### src/rau_pkg.sv
// ----------------------------------------------------------------------------
// rau_pkg
// Types and constants shared by the rational arithmetic unit.
// ----------------------------------------------------------------------------
package rau_pkg;

    // operand width used from each numerator and denominator field
    localparam int OW     = 16;
    // working width of the internal magnitude datapath
    localparam int W      = 2 * OW;
    localparam int NUM_W  = 35;
    localparam int DEN_W  = 32;
    localparam int STEP_W = $clog2(W + 2);
    localparam int K_W    = $clog2(W + 1);

    // operation codes
    localparam logic [1:0] MODE_ADD = 2'd0;
    localparam logic [1:0] MODE_SUB = 2'd1;
    localparam logic [1:0] MODE_MUL = 2'd2;
    localparam logic [1:0] MODE_DIV = 2'd3;

    // status codes
    localparam logic [1:0] STATUS_OK       = 2'd0;
    localparam logic [1:0] STATUS_ZERO_DEN = 2'd1;
    localparam logic [1:0] STATUS_DIV_ZERO = 2'd2;

    typedef struct packed {
        logic [1:0]         mode;
        logic signed [15:0] x_num;
        logic [15:0]        x_den;
        logic signed [15:0] y_num;
        logic [15:0]        y_den;
    } in_t;

    typedef struct packed {
        logic signed [NUM_W-1:0] result_num;
        logic [DEN_W-1:0]        result_den;
        logic [1:0]              status;
    } out_t;

    typedef enum logic [3:0] {
        ST_IDLE,
        ST_GCD1,
        ST_DIV1,
        ST_DIV2,
        ST_MUL0,
        ST_MUL1,
        ST_MUL2,
        ST_ADD,
        ST_CHK,
        ST_GCD2,
        ST_DIV3,
        ST_DIV4,
        ST_FINISH
    } state_t;

endpackage

### src/rational_arithmetic_unit.sv
// Sequence: an error transaction goes straight to the output state; otherwise one
// or two binary gcd runs (one subtract or shift a cycle) and two or four restoring
// divisions reduce the result; a zero result skips the final gcd run and divisions.
// Throughput: one transaction at a time; s_ready is high only while idle, and a
// result held by m_ready low stalls the sequencer in its last state.
// Reset: synchronous active-low aresetn clears the sequencer and m_valid.
// ----------------------------------------------------------------------------
// rational_arithmetic_unit
// Adds, subtracts, multiplies or divides two fractions and reduces the result
// by the gcd, with the sign on the numerator.
// ----------------------------------------------------------------------------
module rational_arithmetic_unit (
    input  logic          aclk,
    input  logic          aresetn,
    input  logic          s_valid,
    output logic          s_ready,
    input  rau_pkg::in_t  s_data,
    output logic          m_valid,
    input  logic          m_ready,
    output rau_pkg::out_t m_data
);

    localparam int OW = rau_pkg::OW;
    localparam int W  = rau_pkg::W;

    rau_pkg::state_t state_reg, state_next;

    logic [1:0]              mode_reg;
    logic [1:0]              status_reg;
    logic                    xn_reg, yn_reg, neg_reg;
    logic [OW-1:0]           xm_reg, ym_reg, xd_reg, yd_reg;
    logic [W-1:0]            q1_reg, q2_reg, num_reg, b_reg, den_reg;
    logic [W-1:0]            ga_reg, gb_reg, g_reg;
    logic [rau_pkg::K_W-1:0] k_reg;
    logic [W:0]              rem_reg;
    logic [W-1:0]            quo_reg;
    logic [rau_pkg::STEP_W-1:0] step_reg;
    logic                    m_valid_reg;
    rau_pkg::out_t           m_data_reg;

    // input operand split into sign and magnitude
    logic [OW-1:0] x_raw, y_raw, x_mag, y_mag, x_dn, y_dn;
    logic          x_neg, y_neg;
    logic [1:0]    status_in;

    assign x_raw = s_data.x_num[OW-1:0];
    assign y_raw = s_data.y_num[OW-1:0];
    assign x_neg = x_raw[OW-1];
    assign y_neg = y_raw[OW-1];
    assign x_mag = x_neg ? (OW'(0) - x_raw) : x_raw;
    assign y_mag = y_neg ? (OW'(0) - y_raw) : y_raw;
    assign x_dn  = s_data.x_den[OW-1:0];
    assign y_dn  = s_data.y_den[OW-1:0];

    always_comb begin
        if (x_dn == '0 || y_dn == '0) begin
            status_in = rau_pkg::STATUS_ZERO_DEN;
        end else if (s_data.mode == rau_pkg::MODE_DIV && y_mag == '0) begin
            status_in = rau_pkg::STATUS_DIV_ZERO;
        end else begin
            status_in = rau_pkg::STATUS_OK;
        end
    end

    logic lin_mode;
    assign lin_mode = (mode_reg == rau_pkg::MODE_ADD) || (mode_reg == rau_pkg::MODE_SUB);

    // shared multiplier
    logic [OW-1:0] mul_a, mul_b;
    logic [W-1:0]  mul_p;

    always_comb begin
        mul_a = '0;
        mul_b = '0;
        case (state_reg)
            rau_pkg::ST_MUL0: begin
                mul_a = xm_reg;
                if (lin_mode) begin
                    mul_b = q2_reg[OW-1:0];
                end else if (mode_reg == rau_pkg::MODE_MUL) begin
                    mul_b = ym_reg;
                end else begin
                    mul_b = yd_reg;
                end
            end
            rau_pkg::ST_MUL1: begin
                if (lin_mode) begin
                    mul_a = ym_reg;
                    mul_b = q1_reg[OW-1:0];
                end else if (mode_reg == rau_pkg::MODE_MUL) begin
                    mul_a = xd_reg;
                    mul_b = yd_reg;
                end else begin
                    mul_a = xd_reg;
                    mul_b = ym_reg;
                end
            end
            rau_pkg::ST_MUL2: begin
                mul_a = q1_reg[OW-1:0];
                mul_b = yd_reg;
            end
            default: begin
                mul_a = '0;
                mul_b = '0;
            end
        endcase
    end

    assign mul_p = W'(mul_a) * W'(mul_b);

    // shared restoring divider, one quotient bit a cycle
    logic [W:0]   div_sh;
    logic         div_ge;
    logic         div_done;
    logic [W-1:0] div_dvd;

    assign div_sh   = {rem_reg[W-1:0], quo_reg[W-1]};
    assign div_ge   = div_sh >= {1'b0, g_reg};
    assign div_done = step_reg == rau_pkg::STEP_W'(W + 1);

    always_comb begin
        case (state_reg)
            rau_pkg::ST_DIV1: div_dvd = W'(xd_reg);
            rau_pkg::ST_DIV2: div_dvd = W'(yd_reg);
            rau_pkg::ST_DIV3: div_dvd = num_reg;
            rau_pkg::ST_DIV4: div_dvd = den_reg;
            default:          div_dvd = '0;
        endcase
    end

    // shared binary gcd step
    logic gcd_done;
    assign gcd_done = (step_reg != '0) && (ga_reg == '0 || gb_reg == '0);

    // sign-magnitude add for add and subtract
    logic         b_neg;
    logic [W-1:0] add_mag;
    logic         add_neg;

    always_comb begin
        b_neg = yn_reg ^ (mode_reg == rau_pkg::MODE_SUB);
        if (b_reg == '0) begin
            b_neg = 1'b0;
        end
        if (xn_reg == b_neg) begin
            add_neg = xn_reg;
            add_mag = num_reg + b_reg;
        end else if (num_reg >= b_reg) begin
            add_neg = xn_reg;
            add_mag = num_reg - b_reg;
        end else begin
            add_neg = b_neg;
            add_mag = b_reg - num_reg;
        end
    end

    // state register
    always_ff @(posedge aclk) begin
        if (!aresetn) begin
            state_reg <= rau_pkg::ST_IDLE;
        end else begin
            state_reg <= state_next;
        end
    end

    // next state and handshake
    logic out_load;

    always_comb begin
        state_next = state_reg;
        s_ready    = 1'b0;
        out_load   = 1'b0;
        case (state_reg)
            rau_pkg::ST_IDLE: begin
                s_ready = 1'b1;
                if (s_valid) begin
                    if (status_in != rau_pkg::STATUS_OK) begin
                        state_next = rau_pkg::ST_FINISH;
                    end else if (s_data.mode == rau_pkg::MODE_ADD ||
                                 s_data.mode == rau_pkg::MODE_SUB) begin
                        state_next = rau_pkg::ST_GCD1;
                    end else begin
                        state_next = rau_pkg::ST_MUL0;
                    end
                end
            end
            rau_pkg::ST_GCD1: if (gcd_done) state_next = rau_pkg::ST_DIV1;
            rau_pkg::ST_DIV1: if (div_done) state_next = rau_pkg::ST_DIV2;
            rau_pkg::ST_DIV2: if (div_done) state_next = rau_pkg::ST_MUL0;
            rau_pkg::ST_MUL0: state_next = rau_pkg::ST_MUL1;
            rau_pkg::ST_MUL1: state_next = lin_mode ? rau_pkg::ST_MUL2 : rau_pkg::ST_CHK;
            rau_pkg::ST_MUL2: state_next = rau_pkg::ST_ADD;
            rau_pkg::ST_ADD:  state_next = rau_pkg::ST_CHK;
            rau_pkg::ST_CHK: begin
                state_next = (num_reg == '0) ? rau_pkg::ST_FINISH : rau_pkg::ST_GCD2;
            end
            rau_pkg::ST_GCD2: if (gcd_done) state_next = rau_pkg::ST_DIV3;
            rau_pkg::ST_DIV3: if (div_done) state_next = rau_pkg::ST_DIV4;
            rau_pkg::ST_DIV4: if (div_done) state_next = rau_pkg::ST_FINISH;
            rau_pkg::ST_FINISH: begin
                if (!m_valid_reg || m_ready) begin
                    out_load   = 1'b1;
                    state_next = rau_pkg::ST_IDLE;
                end
            end
            default: state_next = rau_pkg::ST_IDLE;
        endcase
    end

    // step counter, restarts on every state change
    always_ff @(posedge aclk) begin
        if (!aresetn) begin
            step_reg <= '0;
        end else if (state_next != state_reg) begin
            step_reg <= '0;
        end else if (step_reg != '1) begin
            step_reg <= step_reg + 1'b1;
        end
    end

    // datapath
    always_ff @(posedge aclk) begin
        case (state_reg)
            rau_pkg::ST_IDLE: begin
                if (s_valid) begin
                    mode_reg   <= s_data.mode;
                    status_reg <= status_in;
                    xn_reg     <= x_neg;
                    yn_reg     <= y_neg;
                    xm_reg     <= x_mag;
                    ym_reg     <= y_mag;
                    xd_reg     <= x_dn;
                    yd_reg     <= y_dn;
                end
            end
            rau_pkg::ST_GCD1, rau_pkg::ST_GCD2: begin
                if (step_reg == '0) begin
                    ga_reg <= (state_reg == rau_pkg::ST_GCD1) ? W'(xd_reg) : num_reg;
                    gb_reg <= (state_reg == rau_pkg::ST_GCD1) ? W'(yd_reg) : den_reg;
                    k_reg  <= '0;
                end else if (gcd_done) begin
                    g_reg <= (ga_reg | gb_reg) << k_reg;
                end else begin
                    case ({ga_reg[0], gb_reg[0]})
                        2'b00: begin
                            ga_reg <= ga_reg >> 1;
                            gb_reg <= gb_reg >> 1;
                            k_reg  <= k_reg + 1'b1;
                        end
                        2'b01: ga_reg <= ga_reg >> 1;
                        2'b10: gb_reg <= gb_reg >> 1;
                        default: begin
                            if (ga_reg >= gb_reg) begin
                                ga_reg <= (ga_reg - gb_reg) >> 1;
                            end else begin
                                gb_reg <= (gb_reg - ga_reg) >> 1;
                            end
                        end
                    endcase
                end
            end
            rau_pkg::ST_DIV1, rau_pkg::ST_DIV2, rau_pkg::ST_DIV3, rau_pkg::ST_DIV4: begin
                if (step_reg == '0) begin
                    rem_reg <= '0;
                    quo_reg <= div_dvd;
                end else if (!div_done) begin
                    rem_reg <= div_ge ? (div_sh - {1'b0, g_reg}) : div_sh;
                    quo_reg <= {quo_reg[W-2:0], div_ge};
                end else begin
                    case (state_reg)
                        rau_pkg::ST_DIV1: q1_reg  <= quo_reg;
                        rau_pkg::ST_DIV2: q2_reg  <= quo_reg;
                        rau_pkg::ST_DIV3: num_reg <= quo_reg;
                        default:          den_reg <= quo_reg;
                    endcase
                end
            end
            rau_pkg::ST_MUL0: begin
                num_reg <= mul_p;
                neg_reg <= xn_reg ^ yn_reg;
            end
            rau_pkg::ST_MUL1: begin
                if (lin_mode) begin
                    b_reg <= mul_p;
                end else begin
                    den_reg <= mul_p;
                end
            end
            rau_pkg::ST_MUL2: den_reg <= mul_p;
            rau_pkg::ST_ADD: begin
                num_reg <= add_mag;
                neg_reg <= add_neg;
            end
            default: begin
            end
        endcase
    end

    // output register
    logic [rau_pkg::NUM_W-1:0] num_ext;
    assign num_ext = rau_pkg::NUM_W'(num_reg);

    always_ff @(posedge aclk) begin
        if (!aresetn) begin
            m_valid_reg <= 1'b0;
        end else if (out_load) begin
            m_valid_reg <= 1'b1;
        end else if (m_ready) begin
            m_valid_reg <= 1'b0;
        end
    end

    always_ff @(posedge aclk) begin
        if (out_load) begin
            m_data_reg.status <= status_reg;
            if (status_reg != rau_pkg::STATUS_OK || num_reg == '0) begin
                m_data_reg.result_num <= '0;
                m_data_reg.result_den <= rau_pkg::DEN_W'(1);
            end else begin
                m_data_reg.result_num <= neg_reg ? (rau_pkg::NUM_W'(0) - num_ext) : num_ext;
                m_data_reg.result_den <= rau_pkg::DEN_W'(den_reg);
            end
        end
    end

    assign m_valid = m_valid_reg;
    assign m_data  = m_data_reg;

`ifndef NO_ASSERTIONS
    // an error status always carries 0/1
    a_err_zero: assert property (@(posedge aclk) disable iff (!aresetn)
        m_valid && m_data.status != rau_pkg::STATUS_OK |->
            m_data.result_num == '0 && m_data.result_den == rau_pkg::DEN_W'(1))
        else $error("error status without 0/1 result");

    // denominator never zero
    a_den_pos: assert property (@(posedge aclk) disable iff (!aresetn)
        m_valid |-> m_data.result_den != '0)
        else $error("zero result denominator");

    // busy after accepting a transaction
    a_busy: assert property (@(posedge aclk) disable iff (!aresetn)
        s_valid && s_ready |=> !s_ready)
        else $error("ready while a transaction is in flight");
`endif

endmodule

### config.mk
export PLATFORM = sky130hd
export DESIGN_NAME = rational_arithmetic_unit
export DESIGN_NICKNAME = d
export VERILOG_FILES = /design/src/rau_pkg.sv /design/src/rational_arithmetic_unit.sv
export SDC_FILE = /design/constraint.sdc
export NUM_CORES = 2
export LEC_CHECK = 0
export BUFFER_PORTS_ARGS = -buffer_cell sky130_fd_sc_hd__buf_4
export CAP_MARGIN = 10
export CORE_ASPECT_RATIO = 1.2
export CORE_UTILIZATION = 65
export DETAILED_ROUTE_END_ITERATION = 12
export PLACE_DENSITY_LB_ADDON = 0.05
export SLEW_MARGIN = 20
export SYNTH_ARGS = -nofsm -noshare
export SYNTH_HDL_FRONTEND = slang
export SYNTH_SLANG_ARGS = --single-unit
### constraint.sdc
create_clock -name aclk -period 10 [get_ports aclk]
set_clock_uncertainty 0.1 [all_clocks]
set_input_delay 1.5 -clock aclk [delete_from_list [all_inputs] [get_ports aclk]]
set_output_delay 1.5 -clock aclk [all_outputs]
set_load 0.1 [all_outputs]
==> impl_results.md <==
* Die area at 0.06371 mm²
* Cell leakage power at 18.40 nW
* Detailed-route vias per instance at 6.704
* Critical Path AT at 9.90 ns
* Via count of the first global-routing pass at 34810
* Total GRT Usage at 0.4394
* Number of buffer and inverter stages on the critical path at 7
* Number of buffers between clock root and the deepest sink at 3
* # diodes at 0
* Max-slew violations at 0
* Top cell family by delay on the critical path: adder cells
* Placement Rows at 100
* Library cell contributing the largest single delay on the critical path: sky130_fd_sc_hd__and2_0
* Synthesized-area fraction occupied by ao, oa, aoi and oai cells at 0.1700
* Detail Placement HPWL at 109.9 mm
* Maximum capacitance violations at 0
* Total nets after synthesis at 5129
* Startpoint type of the worst setup path: flip-flop
* Register clock-pin slew on the reported worst setup and hold paths at 0.07 ns
* Classification of the worst-slack hold path: flip-flop to flip-flop
* Combinational family with the most area after synthesis: adder cells
* Post-synthesis share of cell area spent on full adders, half adders and majority gates at 0.2005
* Overall die width at 230.6 µm
* Run status: completed
* Number of flip-flops and latches in the synthesized netlist at 443
* Largest register FFs at 67
* Number of placed I/O pins at 141
* Post-Route Setup TNS at 0 ns
* Starting Density at 0.6567
* Maximum number of pins on one net before global-route repair at 71
* Buffers inserted during post-CTS setup optimization at 0
* Area grow syn2layout at 8.228%
* Initial DRC Count at 4762
* Initial DRT Pass Iterations at 9
* Area fraction in and, or, nand and nor cells after synthesis at 0.1589
* Synth Warn # at 0
* Share of the clock period used by the worst path after layout at 0.9547
* Overflow after GRT at 0
* Count of unique library cells instantiated by Yosys at 86
* Slowest Stage Delay on Critical Path at 0.80 ns
* Post-detailed-route wirelength per cell at 26.19 µm
* Cell count after synthesis at 4526
* Post-Synth XOR/XNOR Area at 0.04384
* Share of synthesized flip-flops with an asynchronous set or reset at 0
* Hold Vio Cnt, Final at 0
* Core ar. at 0.06206 mm²
* Fill cell instance count of the final layout at 4962
* Pwr Total at 6.452 mW
* Power density over the cells at 146.3 mW/mm²
* Detailed Route WL at 141.5 mm
* Hold buffer count at cts at 0
* Routed Antenna Nets at 0
* Number of instances resized during post-cts repair at 0
* Clk Latency, worst-skew pair at 0.61 ns
* Seq/Total Area, Yosys at 0.3237
* Share of cell area taken by muxes after synthesis at 0.03773
* CTS root buffer: sky130_fd_sc_hd__clkbuf_16
* Share of layout cells above drive strength 1 at 0.07981
* Last weighted congestion value of the routability-driven placer at 1.065
* Number of enable flip-flop cells after synthesis at 432
* Most common library cell in the layout ignoring fill and taps: sky130_fd_sc_hd__nand2_1
* Worst EP required at 10.36 ns
* Final count of negative-setup-slack endpoints at 0
* Min Tclk post-route at 9.547 ns
* Initial antenna violation count at 7
* Type of the setup path with the least slack: flip-flop to flip-flop
* Number of vias after detailed routing at 36220
* Most frequent cell on the critical path: sky130_fd_sc_hd__fa_1
* Cell area after technology mapping at 0.04075 mm²
* TritonCTS buffer count at 45
* Vert. Die Dim at 276.3 µm
* Peak clock frequency supported by timing at 104.7 MHz
* H-tree Lvls at 2
* Max FO, Critical Path at 16
* Headroom to the max-slew limit at 0.2475
* Final net count at 5154
* First-pass GRT wire length at 209.3 mm
* CTS tree: built
* Endpoint kind of the worst setup timing path: flip-flop
* Most common flop cell mapped by yosys: sky130_fd_sc_hd__edfxtp_1
* VDD IR-drop max at 132.4 µV
* CTS sink cnt at 443
* Measured slew at the worst slew-check pin at 1.122 ns
* Avg Synthesized Cell Area at 9.004 µm²
* Most frequent cells in the layout: sky130_fd_sc_hd__nand2_1, sky130_fd_sc_hd__inv_1, sky130_fd_sc_hd__nor2_1
* Unrepaired setup endpoints after global routing: no
* Combined area of the multi-input logic cells at 0.02505 mm²
* DRC violation count after routing at 0
* Final Hold Slack at 0.4833 ns
* Number of port buffers at 140
* Register cell area after layout at 0.01319 mm²
power breakdown:
group	leakage [nW]	switching [mW]	internal, mW
Combinational	13.6	1.48	0.766
Clock	0.742	0.785	1.02
Sequential	4.09	0.182	2.22
worst register-to-register path, delay by kind of cell (launching register included):
kind | cells | cell delay, ns
AOI/OAI and AO/OA | 5 | 1.33
buffers and inverters | 7 | 0.59
DFF | 1 | 0.30
and+or+nand+nor | 10 | 3.13
adders and majority gates | 7 | 3.35
xor gates and xnor gates | 1 | 0.59
kinds of logic after synthesis:
logic type      Yosys count
simple gates           1424
compound gates         1084
buf+inv                 703
fa+ha+maj               533
flops                   443
xor+xnor                204
mux                     135
cell type report:
class,count,area share
multi-input cells,3380,0.5679
clock buffers,50,0.02644
clock inverters,32,0.008028
repair buffers,205,0.03489
well taps,816,0.02315
flip-flops and latches,443,0.2991
inverters,476,0.04051
layer usage:
layer | routed length (µm) | track usage | up-vias
met1 | 49110 | 0.5436 | 17340
li1 | - | - | 15910
met3 | 16530 | 0.09313 | 552
met4 | 11740 | 0.3024 | 12
met5 | 72 | 0 | -
met2 | 64050 | 0.6890 | 2397
final timing paths:
| kind | cells after the start | start | endpoint | slack [ns] |
|---|---|---|---|---|
| max | 30 | state_reg[1]$_SDFF_PN0_ | num_reg[28]$_DFFE_PP_ | 0.45 |
| min | 2 | step_reg[2]$_SDFFE_PP0P_ | step_reg[2]$_SDFFE_PP0P_ | 0.48 |
| max reg2reg | 30 | state_reg[1]$_SDFF_PN0_ | num_reg[28]$_DFFE_PP_ | 0.45 |
| min reg2reg | 2 | step_reg[2]$_SDFFE_PP0P_ | step_reg[2]$_SDFFE_PP0P_ | 0.48 |
synthesized netlist by cell type, types with 37 or more instances:
cell	n	share of area
sky130_fd_sc_hd__inv_1	475	0.044
sky130_fd_sc_hd__nor2_1	459	0.042
sky130_fd_sc_hd__edfxtp_1	432	0.32
sky130_fd_sc_hd__o21ai_0	287	0.035
sky130_fd_sc_hd__nor3_1	63	0.0077
sky130_fd_sc_hd__and2_1	62	0.0095
sky130_fd_sc_hd__nand2b_1	37	0.0057
sky130_fd_sc_hd__mux2i_1	94	0.023
sky130_fd_sc_hd__clkbuf_1	196	0.018
sky130_fd_sc_hd__nand3_1	76	0.0093
sky130_fd_sc_hd__fa_1	200	0.098
sky130_fd_sc_hd__a21oi_1	290	0.036
sky130_fd_sc_hd__a211oi_1	53	0.0098
sky130_fd_sc_hd__a21o_1	44	0.0081
sky130_fd_sc_hd__ha_1	333	0.10
sky130_fd_sc_hd__nor4_1	50	0.0077
sky130_fd_sc_hd__a22oi_1	51	0.0094
sky130_fd_sc_hd__nand2_1	500	0.046
sky130_fd_sc_hd__xnor2_1	170	0.037
sky130_fd_sc_hd__o211ai_1	48	0.0088
sky130_fd_sc_hd__a31oi_1	37	0.0057
per-stage QoR:
| step | instance area, µm² | std cells | utilization | setup slack (ns) |
|---|---|---|---|---|
| 5_1_grt | 44110 | 5402 | 0.7107 | 0.02486 |
| 2_1_floorplan | 40750 | 4526 | - | 1.160 |
| 3_3_place_gp | 42580 | 5320 | 0.6862 | 0.9487 |
| 6_report | 44110 | 5402 | 0.7107 | 0.4532 |
| 4_1_cts | 44100 | 5402 | 0.7107 | 0.6303 |
| 3_5_place_dp | 42580 | 5320 | 0.6862 | 0.6572 |
No activity file was read; power rests on OpenSTA's default activity.
